$ cat config.mk
export PLATFORM = sky130hd
export DESIGN_NAME = wav_au_header_parser
export DESIGN_NICKNAME = d
export VERILOG_FILES = /design/src/rtl/core/wavau_pkg.sv /design/src/rtl/core/wav_au_header_parser.sv
export SDC_FILE = /design/constraint.sdc
export NUM_CORES = 2
export LEC_CHECK = 0
export BUFFER_PORTS_ARGS = -buffer_cell sky130_fd_sc_hd__buf_2
export CAP_MARGIN = 0
export CELL_PAD_IN_SITES_DETAIL_PLACEMENT = 1
export CELL_PAD_IN_SITES_GLOBAL_PLACEMENT = 2
export CORE_MARGIN = 3
export CORE_UTILIZATION = 39
export CTS_BUF_LIST = sky130_fd_sc_hd__clkbuf_8
export DETAILED_ROUTE_END_ITERATION = 10
export GPL_TIMING_DRIVEN = 0
export PLACE_DENSITY = 0.8
export SLEW_MARGIN = 20
export SYNTH_ARGS = -nofsm -noshare
export SYNTH_HDL_FRONTEND = slang
export SYNTH_SLANG_ARGS = --single-unit
$ cat constraint.sdc
create_clock -name clk -period 9.3 [get_ports clk]
set_input_delay 1.86 -clock clk [delete_from_list [all_inputs] [get_ports clk]]
set_output_delay 1.86 -clock clk [all_outputs]
set_load 0.01 [all_outputs]
$ cat src/rtl/core/wavau_pkg.sv
`timescale 1ns / 1ps
`default_nettype none
// ----------------------------------------------------------------------------
// wavau_pkg: shared types and constants of the WAVE / AU header parser
// Chunk identifiers, parse phases, result kinds and the payload layout.
// ----------------------------------------------------------------------------
package wavau_pkg;

	// Four-character chunk identifiers, first character in the top byte
	localparam logic [31:0] ID_RIFF  = 32'h52494646;
	localparam logic [31:0] ID_WAVE  = 32'h57415645;
	localparam logic [31:0] ID_FMT   = 32'h666d7420;
	localparam logic [31:0] ID_DATA  = 32'h64617461;
	localparam logic [31:0] ID_SND   = 32'h2e736e64;
	localparam logic [31:0] ID_INFO  = 32'h494e464f;
	localparam logic [31:0] ID_CSET  = 32'h43534554;
	localparam logic [31:0] ID_JUNK  = 32'h4a554e4b;
	localparam logic [31:0] ID_PAD   = 32'h50414420;
	localparam logic [31:0] ALL_ONES = 32'hffffffff;

	// Byte positions of the last byte of each .au header word
	localparam logic [32:0] AU_OFFSET_IDX   = 33'd7;
	localparam logic [32:0] AU_SIZE_IDX     = 33'd11;
	localparam logic [32:0] AU_ENCODING_IDX = 33'd15;
	localparam logic [32:0] AU_RATE_IDX     = 33'd19;
	localparam logic [32:0] AU_CHANNELS_IDX = 33'd23;

	// Configuration port
	localparam int unsigned ADDR_W = 2;
	localparam logic [ADDR_W-1:0] REG_IGNORE_SIZE_LIMIT = 2'd0;

	// Payload widths
	localparam int unsigned IN_DATA_W  = 8;
	localparam int unsigned IN_USER_W  = 1;
	localparam int unsigned OUT_DATA_W = 112;
	localparam int unsigned OUT_USER_W = 2;

	typedef enum logic [3:0] {
		PH_ID        = 4'd0,
		PH_PRE_RIFF  = 4'd1,
		PH_PRE_OTHER = 4'd2,
		PH_PRE_SKIP  = 4'd3,
		PH_WAVE      = 4'd4,
		PH_SUB_ID    = 4'd5,
		PH_SZ_FMT    = 4'd6,
		PH_SZ_DATA   = 4'd7,
		PH_SZ_OTHER  = 4'd8,
		PH_FMT_BODY  = 4'd9,
		PH_SUB_SKIP  = 4'd10,
		PH_AU_HDR    = 4'd11,
		PH_AU_SKIP   = 4'd12,
		PH_PASS      = 4'd13,
		PH_REJECT    = 4'd14
	} phase_t;

	typedef enum logic [1:0] {
		KIND_HEADER   = 2'd0,
		KIND_AUDIO    = 2'd1,
		KIND_PAST_END = 2'd2,
		KIND_REJECTED = 2'd3
	} kind_t;

	typedef enum logic [1:0] {
		FMT_NONE = 2'd0,
		FMT_WAVE = 2'd1,
		FMT_AU   = 2'd2
	} format_t;

	// Input operation carried on tuser
	localparam logic OP_BYTE     = 1'b0;
	localparam logic OP_NEW_FILE = 1'b1;

endpackage : wavau_pkg
`default_nettype wire

$ cat src/rtl/core/wav_au_header_parser.sv
`timescale 1ns / 1ps
`default_nettype none
// ----------------------------------------------------------------------------
// wav_au_header_parser: streaming RIFF/WAVE and Sun .au header parser
// An audio file arrives one byte per item on the slave stream. The header is
// parsed in one forward pass and the PCM bytes that follow are passed on.
//
// Usage:
//  - Slave stream: tuser is the operation (0 next byte, 1 start a new file),
//    tdata the file byte. A new-file item clears the parse state and gives
//    no result; every byte item gives exactly one result.
//  - Master stream: tuser is the result kind, tdata the audio byte and the
//    header values parsed so far.
//  - An item is registered on entry in the input register and then handled by
//    the byte decoder and the parse state. Its result is loaded into the output
//    register when the item advances out of the input register and leaves the
//    block from there.
//  - One item is accepted every cycle unless the receiver stalls. The parse
//    state is updated as the decoder handles an item, so the next byte sees it.
//  - When the receiver stalls, the output register holds its result, the
//    input register holds the next item and tready falls once both are full.
//  - Reset clears both stream stages, the parse state and the size-limit
//    register. The size-limit register is written over the APB port.
// ----------------------------------------------------------------------------
module wav_au_header_parser (
	input  wire logic                               clk,
	input  wire logic                               arst_n,
	// Slave stream
	input  wire logic                               s_axis_tvalid,
	output logic                                    s_axis_tready,
	// [7:0] file_byte
	input  wire logic [wavau_pkg::IN_DATA_W-1:0]    s_axis_tdata,
	// [0] op
	input  wire logic [wavau_pkg::IN_USER_W-1:0]    s_axis_tuser,
	// Master stream
	output logic                                    m_axis_tvalid,
	input  wire logic                               m_axis_tready,
	// [7:0] audio_byte, [9:8] format, [25:10] channel_count,
	// [57:26] samples_per_sec, [73:58] sample_bits, [74] big_endian,
	// [106:75] data_bytes, [111:107] zero
	output logic [wavau_pkg::OUT_DATA_W-1:0]        m_axis_tdata,
	// [1:0] kind
	output logic [wavau_pkg::OUT_USER_W-1:0]        m_axis_tuser,
	// Configuration port
	input  wire logic                               psel,
	input  wire logic                               penable,
	input  wire logic                               pwrite,
	input  wire logic [wavau_pkg::ADDR_W-1:0]       paddr,
	input  wire logic [31:0]                        pwdata,
	output logic [31:0]                             prdata,
	output logic                                    pready
);
	import wavau_pkg::*;

	// Configuration register
	logic ignore_size_limit_q;

	// Input stage
	logic       valid_s1;
	logic       op_s1;
	logic [7:0] byte_s1;
	logic       advance;

	// Parse state
	phase_t      phase_q;
	logic [32:0] position_q;
	logic [32:0] chunk_end_q;
	logic [32:0] wave_end_q;
	logic [31:0] assembly_word_q;
	logic        fmt_known_q;
	logic [31:0] au_data_offset_q;
	logic [1:0]  format_q;
	logic [15:0] channels_q;
	logic [31:0] rate_q;
	logic [15:0] bits_q;
	logic        msb_q;
	logic [31:0] size_q;
	logic [31:0] extracted_q;

	// Next parse state
	phase_t      phase_d;
	logic [32:0] position_d;
	logic [32:0] chunk_end_d;
	logic [32:0] wave_end_d;
	logic [31:0] assembly_word_d;
	logic        fmt_known_d;
	logic [31:0] au_data_offset_d;
	logic [1:0]  format_d;
	logic [15:0] channels_d;
	logic [31:0] rate_d;
	logic [15:0] bits_d;
	logic        msb_d;
	logic [31:0] size_d;
	logic [31:0] extracted_d;
	kind_t       kind_d;
	logic [7:0]  audio_d;

	// Byte decoder helpers
	logic [32:0] pos_inc;
	logic [32:0] pos_plus4;
	logic        field_done;
	logic [31:0] be_word;
	logic [31:0] le_word;
	logic [33:0] end_pre;
	logic [32:0] end_sub;
	logic [32:0] end_fmt;
	logic [3:0]  fmt_k;

	// Output register
	logic        out_valid_q;
	kind_t       out_kind_q;
	logic [7:0]  out_audio_q;
	logic [1:0]  out_format_q;
	logic [15:0] out_channels_q;
	logic [31:0] out_rate_q;
	logic [15:0] out_bits_q;
	logic        out_msb_q;
	logic [31:0] out_size_q;

	// APB access: always ready, register written in the access cycle
	assign pready = 1'b1;
	assign prdata = (paddr == REG_IGNORE_SIZE_LIMIT) ? {31'd0, ignore_size_limit_q} : 32'd0;

	always_ff @(posedge clk or negedge arst_n) begin
		if (!arst_n) begin
			ignore_size_limit_q <= 1'b0;
		end else if (psel && penable && pwrite && (paddr == REG_IGNORE_SIZE_LIMIT)) begin
			ignore_size_limit_q <= pwdata[0];
		end
	end

	// Stream handshake: a new-file item leaves without a result slot
	assign advance       = valid_s1 && ((op_s1 == OP_NEW_FILE) || !out_valid_q || m_axis_tready);
	assign s_axis_tready = !valid_s1 || advance;

	always_ff @(posedge clk or negedge arst_n) begin
		if (!arst_n) begin
			valid_s1 <= 1'b0;
		end else if (s_axis_tready) begin
			valid_s1 <= s_axis_tvalid;
		end
	end

	always_ff @(posedge clk) begin
		if (s_axis_tready && s_axis_tvalid) begin
			op_s1   <= s_axis_tuser[0];
			byte_s1 <= s_axis_tdata;
		end
	end

	// Field assembly and end-of-field arithmetic
	assign pos_inc    = position_q + 33'd1;
	assign pos_plus4  = position_q + 33'd5;
	assign field_done = (pos_inc == chunk_end_q);
	assign be_word    = {assembly_word_q[23:0], byte_s1};
	assign le_word    = {byte_s1, assembly_word_q[31:8]};
	assign end_pre    = {1'b0, pos_inc} + {2'b00, le_word};
	assign end_sub    = pos_inc + {1'b0, le_word};
	assign end_fmt    = pos_inc - 33'd16 + {1'b0, assembly_word_q};
	// Offset of this byte within the 16-byte fmt body
	assign fmt_k      = position_q[3:0] - chunk_end_q[3:0];

	// Byte decoder: one header, audio, past-end or rejected byte per cycle, unless stalled
	always_comb begin
		phase_d          = phase_q;
		position_d       = position_q;
		chunk_end_d      = chunk_end_q;
		wave_end_d       = wave_end_q;
		assembly_word_d  = assembly_word_q;
		fmt_known_d      = fmt_known_q;
		au_data_offset_d = au_data_offset_q;
		format_d         = format_q;
		channels_d       = channels_q;
		rate_d           = rate_q;
		bits_d           = bits_q;
		msb_d            = msb_q;
		size_d           = size_q;
		extracted_d      = extracted_q;
		kind_d           = KIND_HEADER;
		audio_d          = 8'd0;

		case (phase_q)
			PH_REJECT: begin
				kind_d = KIND_REJECTED;
			end
			PH_PASS: begin
				if ((size_q != 32'd0) && !ignore_size_limit_q && (extracted_q >= size_q)) begin
					kind_d = KIND_PAST_END;
				end else begin
					kind_d  = KIND_AUDIO;
					audio_d = byte_s1;
					if (extracted_q != ALL_ONES) begin
						extracted_d = extracted_q + 32'd1;
					end
				end
			end
			PH_ID: begin
				position_d      = pos_inc;
				assembly_word_d = be_word;
				if (field_done) begin
					chunk_end_d = pos_plus4;
					if ((pos_inc == 33'd4) && (be_word == ID_SND)) begin
						format_d = FMT_AU;
						msb_d    = 1'b1;
						phase_d  = PH_AU_HDR;
					end else if (be_word == ID_RIFF) begin
						phase_d = PH_PRE_RIFF;
					end else if ((be_word == ID_INFO) || (be_word == ID_CSET) ||
							(be_word == ID_JUNK) || (be_word == ID_PAD)) begin
						phase_d = PH_PRE_OTHER;
					end else begin
						phase_d = PH_REJECT;
					end
				end
			end
			PH_PRE_RIFF, PH_PRE_OTHER: begin
				position_d      = pos_inc;
				assembly_word_d = le_word;
				if (field_done) begin
					if ((end_pre > {2'b00, ALL_ONES}) || (le_word < 32'd4)) begin
						phase_d = PH_REJECT;
					end else if (phase_q == PH_PRE_RIFF) begin
						wave_end_d  = end_pre[32:0];
						chunk_end_d = pos_plus4;
						phase_d     = PH_WAVE;
					end else begin
						chunk_end_d = end_pre[32:0];
						phase_d     = PH_PRE_SKIP;
					end
				end
			end
			PH_PRE_SKIP: begin
				position_d = pos_inc;
				if (field_done) begin
					phase_d     = PH_ID;
					chunk_end_d = pos_plus4;
				end
			end
			PH_WAVE: begin
				position_d      = pos_inc;
				assembly_word_d = be_word;
				if (field_done) begin
					if ((be_word != ID_WAVE) || (pos_inc >= wave_end_q)) begin
						phase_d = PH_REJECT;
					end else begin
						phase_d     = PH_SUB_ID;
						chunk_end_d = pos_plus4;
					end
				end
			end
			PH_SUB_ID: begin
				position_d      = pos_inc;
				assembly_word_d = be_word;
				if (field_done) begin
					chunk_end_d = pos_plus4;
					if (be_word == ID_FMT) begin
						phase_d = PH_SZ_FMT;
					end else if (be_word == ID_DATA) begin
						phase_d = fmt_known_q ? PH_SZ_DATA : PH_REJECT;
					end else begin
						phase_d = PH_SZ_OTHER;
					end
				end
			end
			PH_SZ_FMT: begin
				position_d      = pos_inc;
				assembly_word_d = le_word;
				if (field_done) begin
					if (le_word < 32'd16) begin
						phase_d = PH_REJECT;
					end else begin
						chunk_end_d = pos_inc + 33'd16;
						phase_d     = PH_FMT_BODY;
					end
				end
			end
			PH_SZ_DATA: begin
				position_d      = pos_inc;
				assembly_word_d = le_word;
				if (field_done) begin
					size_d      = le_word;
					format_d    = FMT_WAVE;
					extracted_d = 32'd0;
					phase_d     = PH_PASS;
				end
			end
			PH_SZ_OTHER: begin
				position_d      = pos_inc;
				assembly_word_d = le_word;
				// Skip an unknown subchunk, unless the RIFF chunk is exhausted
				if (field_done) begin
					if (pos_inc >= wave_end_q) begin
						phase_d = PH_REJECT;
					end else if (end_sub <= pos_inc) begin
						chunk_end_d = pos_plus4;
						phase_d     = PH_SUB_ID;
					end else begin
						chunk_end_d = end_sub;
						phase_d     = PH_SUB_SKIP;
					end
				end
			end
			PH_FMT_BODY: begin
				position_d = pos_inc;
				// The format word must read linear PCM
				if (((fmt_k == 4'd0) && (byte_s1 != 8'd1)) ||
						((fmt_k == 4'd1) && (byte_s1 != 8'd0))) begin
					phase_d = PH_REJECT;
				end else begin
					case (fmt_k)
						4'd2:    channels_d[7:0]  = byte_s1;
						4'd3:    channels_d[15:8] = byte_s1;
						4'd4:    rate_d[7:0]      = byte_s1;
						4'd5:    rate_d[15:8]     = byte_s1;
						4'd6:    rate_d[23:16]    = byte_s1;
						4'd7:    rate_d[31:24]    = byte_s1;
						4'd14:   bits_d[7:0]      = byte_s1;
						4'd15:   bits_d[15:8]     = byte_s1;
						default: ;
					endcase
					if (field_done) begin
						msb_d       = 1'b0;
						fmt_known_d = 1'b1;
						if (pos_inc >= wave_end_q) begin
							phase_d = PH_REJECT;
						end else if (end_fmt <= pos_inc) begin
							chunk_end_d = pos_plus4;
							phase_d     = PH_SUB_ID;
						end else begin
							chunk_end_d = end_fmt;
							phase_d     = PH_SUB_SKIP;
						end
					end
				end
			end
			PH_SUB_SKIP: begin
				position_d = pos_inc;
				if (field_done) begin
					chunk_end_d = pos_plus4;
					phase_d     = PH_SUB_ID;
				end
			end
			PH_AU_HDR: begin
				position_d      = pos_inc;
				assembly_word_d = be_word;
				// Each .au header word is taken when its last byte arrives
				if (position_q == AU_OFFSET_IDX) begin
					au_data_offset_d = be_word;
				end else if (position_q == AU_SIZE_IDX) begin
					size_d = (be_word == ALL_ONES) ? 32'd0 : be_word;
				end else if (position_q == AU_ENCODING_IDX) begin
					if ((be_word >= 32'd2) && (be_word <= 32'd5)) begin
						bits_d = {10'd0, be_word[2:0] - 3'd1, 3'd0};
					end else begin
						phase_d = PH_REJECT;
					end
				end else if (position_q == AU_RATE_IDX) begin
					rate_d = be_word;
				end else if (position_q == AU_CHANNELS_IDX) begin
					channels_d  = (be_word[31:16] != 16'd0) ? 16'hffff : be_word[15:0];
					extracted_d = 32'd0;
					phase_d     = ({1'b0, au_data_offset_q} <= pos_inc) ? PH_PASS : PH_AU_SKIP;
				end
			end
			PH_AU_SKIP: begin
				position_d = pos_inc;
				if (pos_inc >= {1'b0, au_data_offset_q}) begin
					phase_d = PH_PASS;
				end
			end
			default: begin
				position_d = pos_inc;
				phase_d    = PH_REJECT;
			end
		endcase

		if (phase_d == PH_REJECT) begin
			kind_d = KIND_REJECTED;
		end
	end

	// Parse state: a new-file item restores the reset values
	always_ff @(posedge clk or negedge arst_n) begin
		if (!arst_n) begin
			phase_q          <= PH_ID;
			position_q       <= 33'd0;
			chunk_end_q      <= 33'd4;
			wave_end_q       <= 33'd0;
			assembly_word_q  <= 32'd0;
			fmt_known_q      <= 1'b0;
			au_data_offset_q <= 32'd0;
			format_q         <= FMT_NONE;
			channels_q       <= 16'd0;
			rate_q           <= 32'd0;
			bits_q           <= 16'd0;
			msb_q            <= 1'b0;
			size_q           <= 32'd0;
			extracted_q      <= 32'd0;
		end else if (advance) begin
			if (op_s1 == OP_NEW_FILE) begin
				phase_q          <= PH_ID;
				position_q       <= 33'd0;
				chunk_end_q      <= 33'd4;
				wave_end_q       <= 33'd0;
				assembly_word_q  <= 32'd0;
				fmt_known_q      <= 1'b0;
				au_data_offset_q <= 32'd0;
				format_q         <= FMT_NONE;
				channels_q       <= 16'd0;
				rate_q           <= 32'd0;
				bits_q           <= 16'd0;
				msb_q            <= 1'b0;
				size_q           <= 32'd0;
				extracted_q      <= 32'd0;
			end else begin
				phase_q          <= phase_d;
				position_q       <= position_d;
				chunk_end_q      <= chunk_end_d;
				wave_end_q       <= wave_end_d;
				assembly_word_q  <= assembly_word_d;
				fmt_known_q      <= fmt_known_d;
				au_data_offset_q <= au_data_offset_d;
				format_q         <= format_d;
				channels_q       <= channels_d;
				rate_q           <= rate_d;
				bits_q           <= bits_d;
				msb_q            <= msb_d;
				size_q           <= size_d;
				extracted_q      <= extracted_d;
			end
		end
	end

	// Output register valid flag
	always_ff @(posedge clk or negedge arst_n) begin
		if (!arst_n) begin
			out_valid_q <= 1'b0;
		end else if (advance && (op_s1 == OP_BYTE)) begin
			out_valid_q <= 1'b1;
		end else if (m_axis_tready) begin
			out_valid_q <= 1'b0;
		end
	end

	// Output register payload
	always_ff @(posedge clk) begin
		if (advance && (op_s1 == OP_BYTE)) begin
			out_kind_q     <= kind_d;
			out_audio_q    <= audio_d;
			out_format_q   <= format_d;
			out_channels_q <= channels_d;
			out_rate_q     <= rate_d;
			out_bits_q     <= bits_d;
			out_msb_q      <= msb_d;
			out_size_q     <= size_d;
		end
	end

	assign m_axis_tvalid = out_valid_q;
	assign m_axis_tuser  = out_kind_q;
	assign m_axis_tdata  = {5'd0, out_size_q, out_msb_q, out_bits_q, out_rate_q,
		out_channels_q, out_format_q, out_audio_q};

endmodule : wav_au_header_parser
`default_nettype wire

==> results.ini <==
[die]
die_height_um=299.2
std_cell_rows=106
dieArea_um2=89510
die_w_um=299.2
core-area_um2=84350
start_util_pct=39.74
io_pins=199

[global_routing]
overflow=0
grt_pass1_wl_mm=231.4
antenna_found_initial=9
grt_start_max_net_pins=87
first_global_vias=33370
grt.total_usage_pct=34.71

[drt]
drt_iter0_drc=3711
wl_per_cell_um=29.25
route.detailed.drc=0
vias=34020
wirelength_mm=159.7
antenna_left=0
vias_per_cell=6.230
drt-pass1-iter-count=6

[cts]
cts_tree=built
clock_latency_ps=760
clk_path_buf_depth=3
clock-sinks=420
cts_root_buf=clkbuf_8
clkTransAtPathRegs_ps=60
htree_levels=3
numCtsBuffers=82

[finish]
nNetsFinal=4536
design_area_um2=38050
syn2layout_area_growth_pct=13.49
final_common_cell=nand2_1
drive_gt1_share_pct=11.62
layout_common_cells=nand2_1 (509), dfrtp_1 (299), inv_1 (293), nor2_1 (245), ha_1 (226)
finalNonFillerCells=5460

[sta]
fmax_ghz=0.1110
report.final.slew_viol_count=0
slew_headroom_pct=11.26
setup_violations=0
period_needed_ps=9012
whs_ps=481.9
finalCritPeriodShare_pct=96.91
fin_ws_ps=287.8
rsz0062_at_grt=false
finalHoldViolations=0
fin_skew_ps=72.44
worst_slew_pin_slew_ps=1322

[power_and_ir_drop]
p_per_area_nw_per_um2=166.9
p_int_mw=3.777
power_leakage_nw=16.69
p_comb_share_pct=36.0
swShare_pct=40.51
power_frac_clock_pct=30.9
power_switching_mw=2.572
ir_drop_mv=0.1309
finalPower_mw=6.349
pwr-share-seq_pct=33.1

[logic_synthesis]
synth_cell_type_count=107
syn_area_um2=33520
synth_seq_area_share_pct=33.12
post_synth.cell_area_avg_um2=8.396
synthFlopType=dfrtp_1
synth_edf_count=118
netlist_instances=3993
yosysWarnings=0
async_flop_share_pct=71.90
ys_ff_latch=420

[critical_path]
startpoint_type=flip-flop
cpMaxStageDelayCell=dfrtp_4
end_kind=flip-flop
rrSetupSlack_ps=290
r2r_end=m_axis_tuser[0]$_SDFFCE_PN1P_
arrival_ps=9470
crit_top_cell=ha_1
slowest_delay_ps=570
critPathKind=flip-flop to flip-flop
reg2regPathDepth=33
regToRegStartpoint=position_q[0]$_DFFE_PN0P_
worstPathRequired_ps=9760
cp_max_fo=10

[min_path]
hold_class=flip-flop to flip-flop
worst_hold_path.endpoint=rate_q[25]$_DFFE_PN0P_
hold_depth=2
min_from=rate_q[25]$_DFFE_PN0P_

[place]
gp_congestion=1.024
dpl_cell_area_um2=36040
placed_cells=5301
place.detailed.hpwl_mm=123.8
pre_cts_ws_ps=-887.3
port_buffers=130

[flow_run]
maxCapViolCount=0

[outcome]
outcome=complete, no violations

[critical path, delay by kind of cell, from the launching register on]
kind / cells / cell delay [ps]
DFF: 1 / 570
AOI/OAI and AO/OA: 12 / 3330
xor gates and xnor gates: 2 / 770
and+or+nand+nor: 10 / 1630
adders and majority gates: 4 / 1330
buffers and inverters: 5 / 1100
[routing by layer]
| layer | GRT usage [%] | share of wire, % |
|---|---|---|
| met2 | 50.01 | 41 |
| met5 | 0 | 0.025 |
| met1 | 49.95 | 45 |
| met3 | 7.685 | 9.1 |
| met4 | 14.42 | 4.8 |
[worst max-delay path by stage]
stage,from,endpoint,slack [ps],depth (start not counted)
finish,position_q[0]$_DFFE_PN0P_,m_axis_tuser[0]$_SDFFCE_PN1P_,290,33
global route,position_q[2]$_DFFE_PN0P_,m_axis_tuser[0]$_SDFFCE_PN1P_,6,32
CTS,position_q[0]$_DFFE_PN0P_,chunk_end_q[20]$_DFFE_PN0P_,40,34
detailed placement,position_q[0]$_DFFE_PN0P_,chunk_end_q[1]$_DFFE_PN0P_,-890,27
global placement,position_q[0]$_DFFE_PN0P_,m_axis_tuser[0]$_SDFFCE_PN1P_,-990,31
floorplan,position_q[1]$_DFFE_PN0P_,m_axis_tuser[0]$_SDFFCE_PN1P_,2120,34
[cell type report]
type                    count  area (um2)
plain buffers             305        1408
well taps                1134        1419
clock inverters            55       352.8
flip-flops and latches    420       11110
multi-input cells        3025       20510
diodes                      5       12.51
repair buffers            147       922.1
inverters                 276        1041
fillers                 10240       46300
clock buffers              93        1280
[synthesized netlist by cell type, types with 19 or more instances]
master | n | area share [%]
ha_1 | 226 | 8.4
a211oi_1 | 52 | 1.2
o31ai_1 | 66 | 1.5
xor2_1 | 46 | 1.2
nand3_1 | 86 | 1.3
buf_2 | 39 | 0.58
a21o_1 | 83 | 1.9
nor2_1 | 248 | 2.8
a21oi_1 | 216 | 3.2
and3_1 | 40 | 0.75
nor4_1 | 52 | 0.97
and2_1 | 20 | 0.37
a31oi_1 | 71 | 1.3
mux2i_1 | 68 | 2.0
nand2b_1 | 44 | 0.82
clkbuf_1 | 211 | 2.4
a22oi_1 | 21 | 0.47
o22ai_1 | 34 | 0.63
edfxtp_1 | 118 | 11
o211ai_1 | 57 | 1.3
xnor2_1 | 132 | 3.4
buf_4 | 45 | 1.0
inv_1 | 264 | 3.0
or2_2 | 19 | 0.35
or3_1 | 28 | 0.52
nand4_1 | 81 | 1.5
nor3_1 | 83 | 1.2
a222oi_1 | 25 | 0.75
a22o_1 | 99 | 2.6
dfrtp_1 | 301 | 22
o21ai_0 | 219 | 3.3
nand2_1 | 509 | 5.7
nor2b_1 | 40 | 0.75
[kinds of logic after synthesis]
group | synth area share [%]
and+or+nand+nor | 19.70
xor gates and xnor gates | 5.520
buffers and inverters | 7.244
muxes | 2.601
AOI/OAI and AO/OA | 23.01
other | 0.02240
DFF | 33.12
adders and majority gates | 8.793
[sequential cells by signal, indices dropped and copies added, names as in the netlist, 32 cells and up]
name / count
chunk_end_q: 33
position_q: 33
wave_end_q: 33
assembly_word_q: 32
au_data_offset_q: 32
extracted_q: 32
out_rate_q: 32
out_size_q: 32
rate_q: 32
size_q: 32
[per-stage QoR]
step	TNS, ps	utilization [%]
detailed placement	-21860	42.72
finish	0	45.11
global placement	-82070	42.35
CTS	0	44.76
floorplan	0	-
global route	0	45.09
[power groups by stage]
stage          registers (mW)  logic (mW)  clock network, mW
2_1_floorplan            2.09        1.40                  0
3_3_place_gp             2.14        2.12                  0
3_5_place_dp             2.13        2.17                  0
4_1_cts                  2.10        2.19               1.99
5_1_grt                  2.11        2.44               2.06
6_report                 2.10        2.29               1.96
[repair_timing]
action | CTS | global route
hold buffers | 0 | 0
pin swaps | 0 | 3
setup buffers | 0 | 8
setup endpoints to repair | 39 | 39
resized for setup | 19 | 36
No activity file was read; power rests on OpenSTA's default activity.
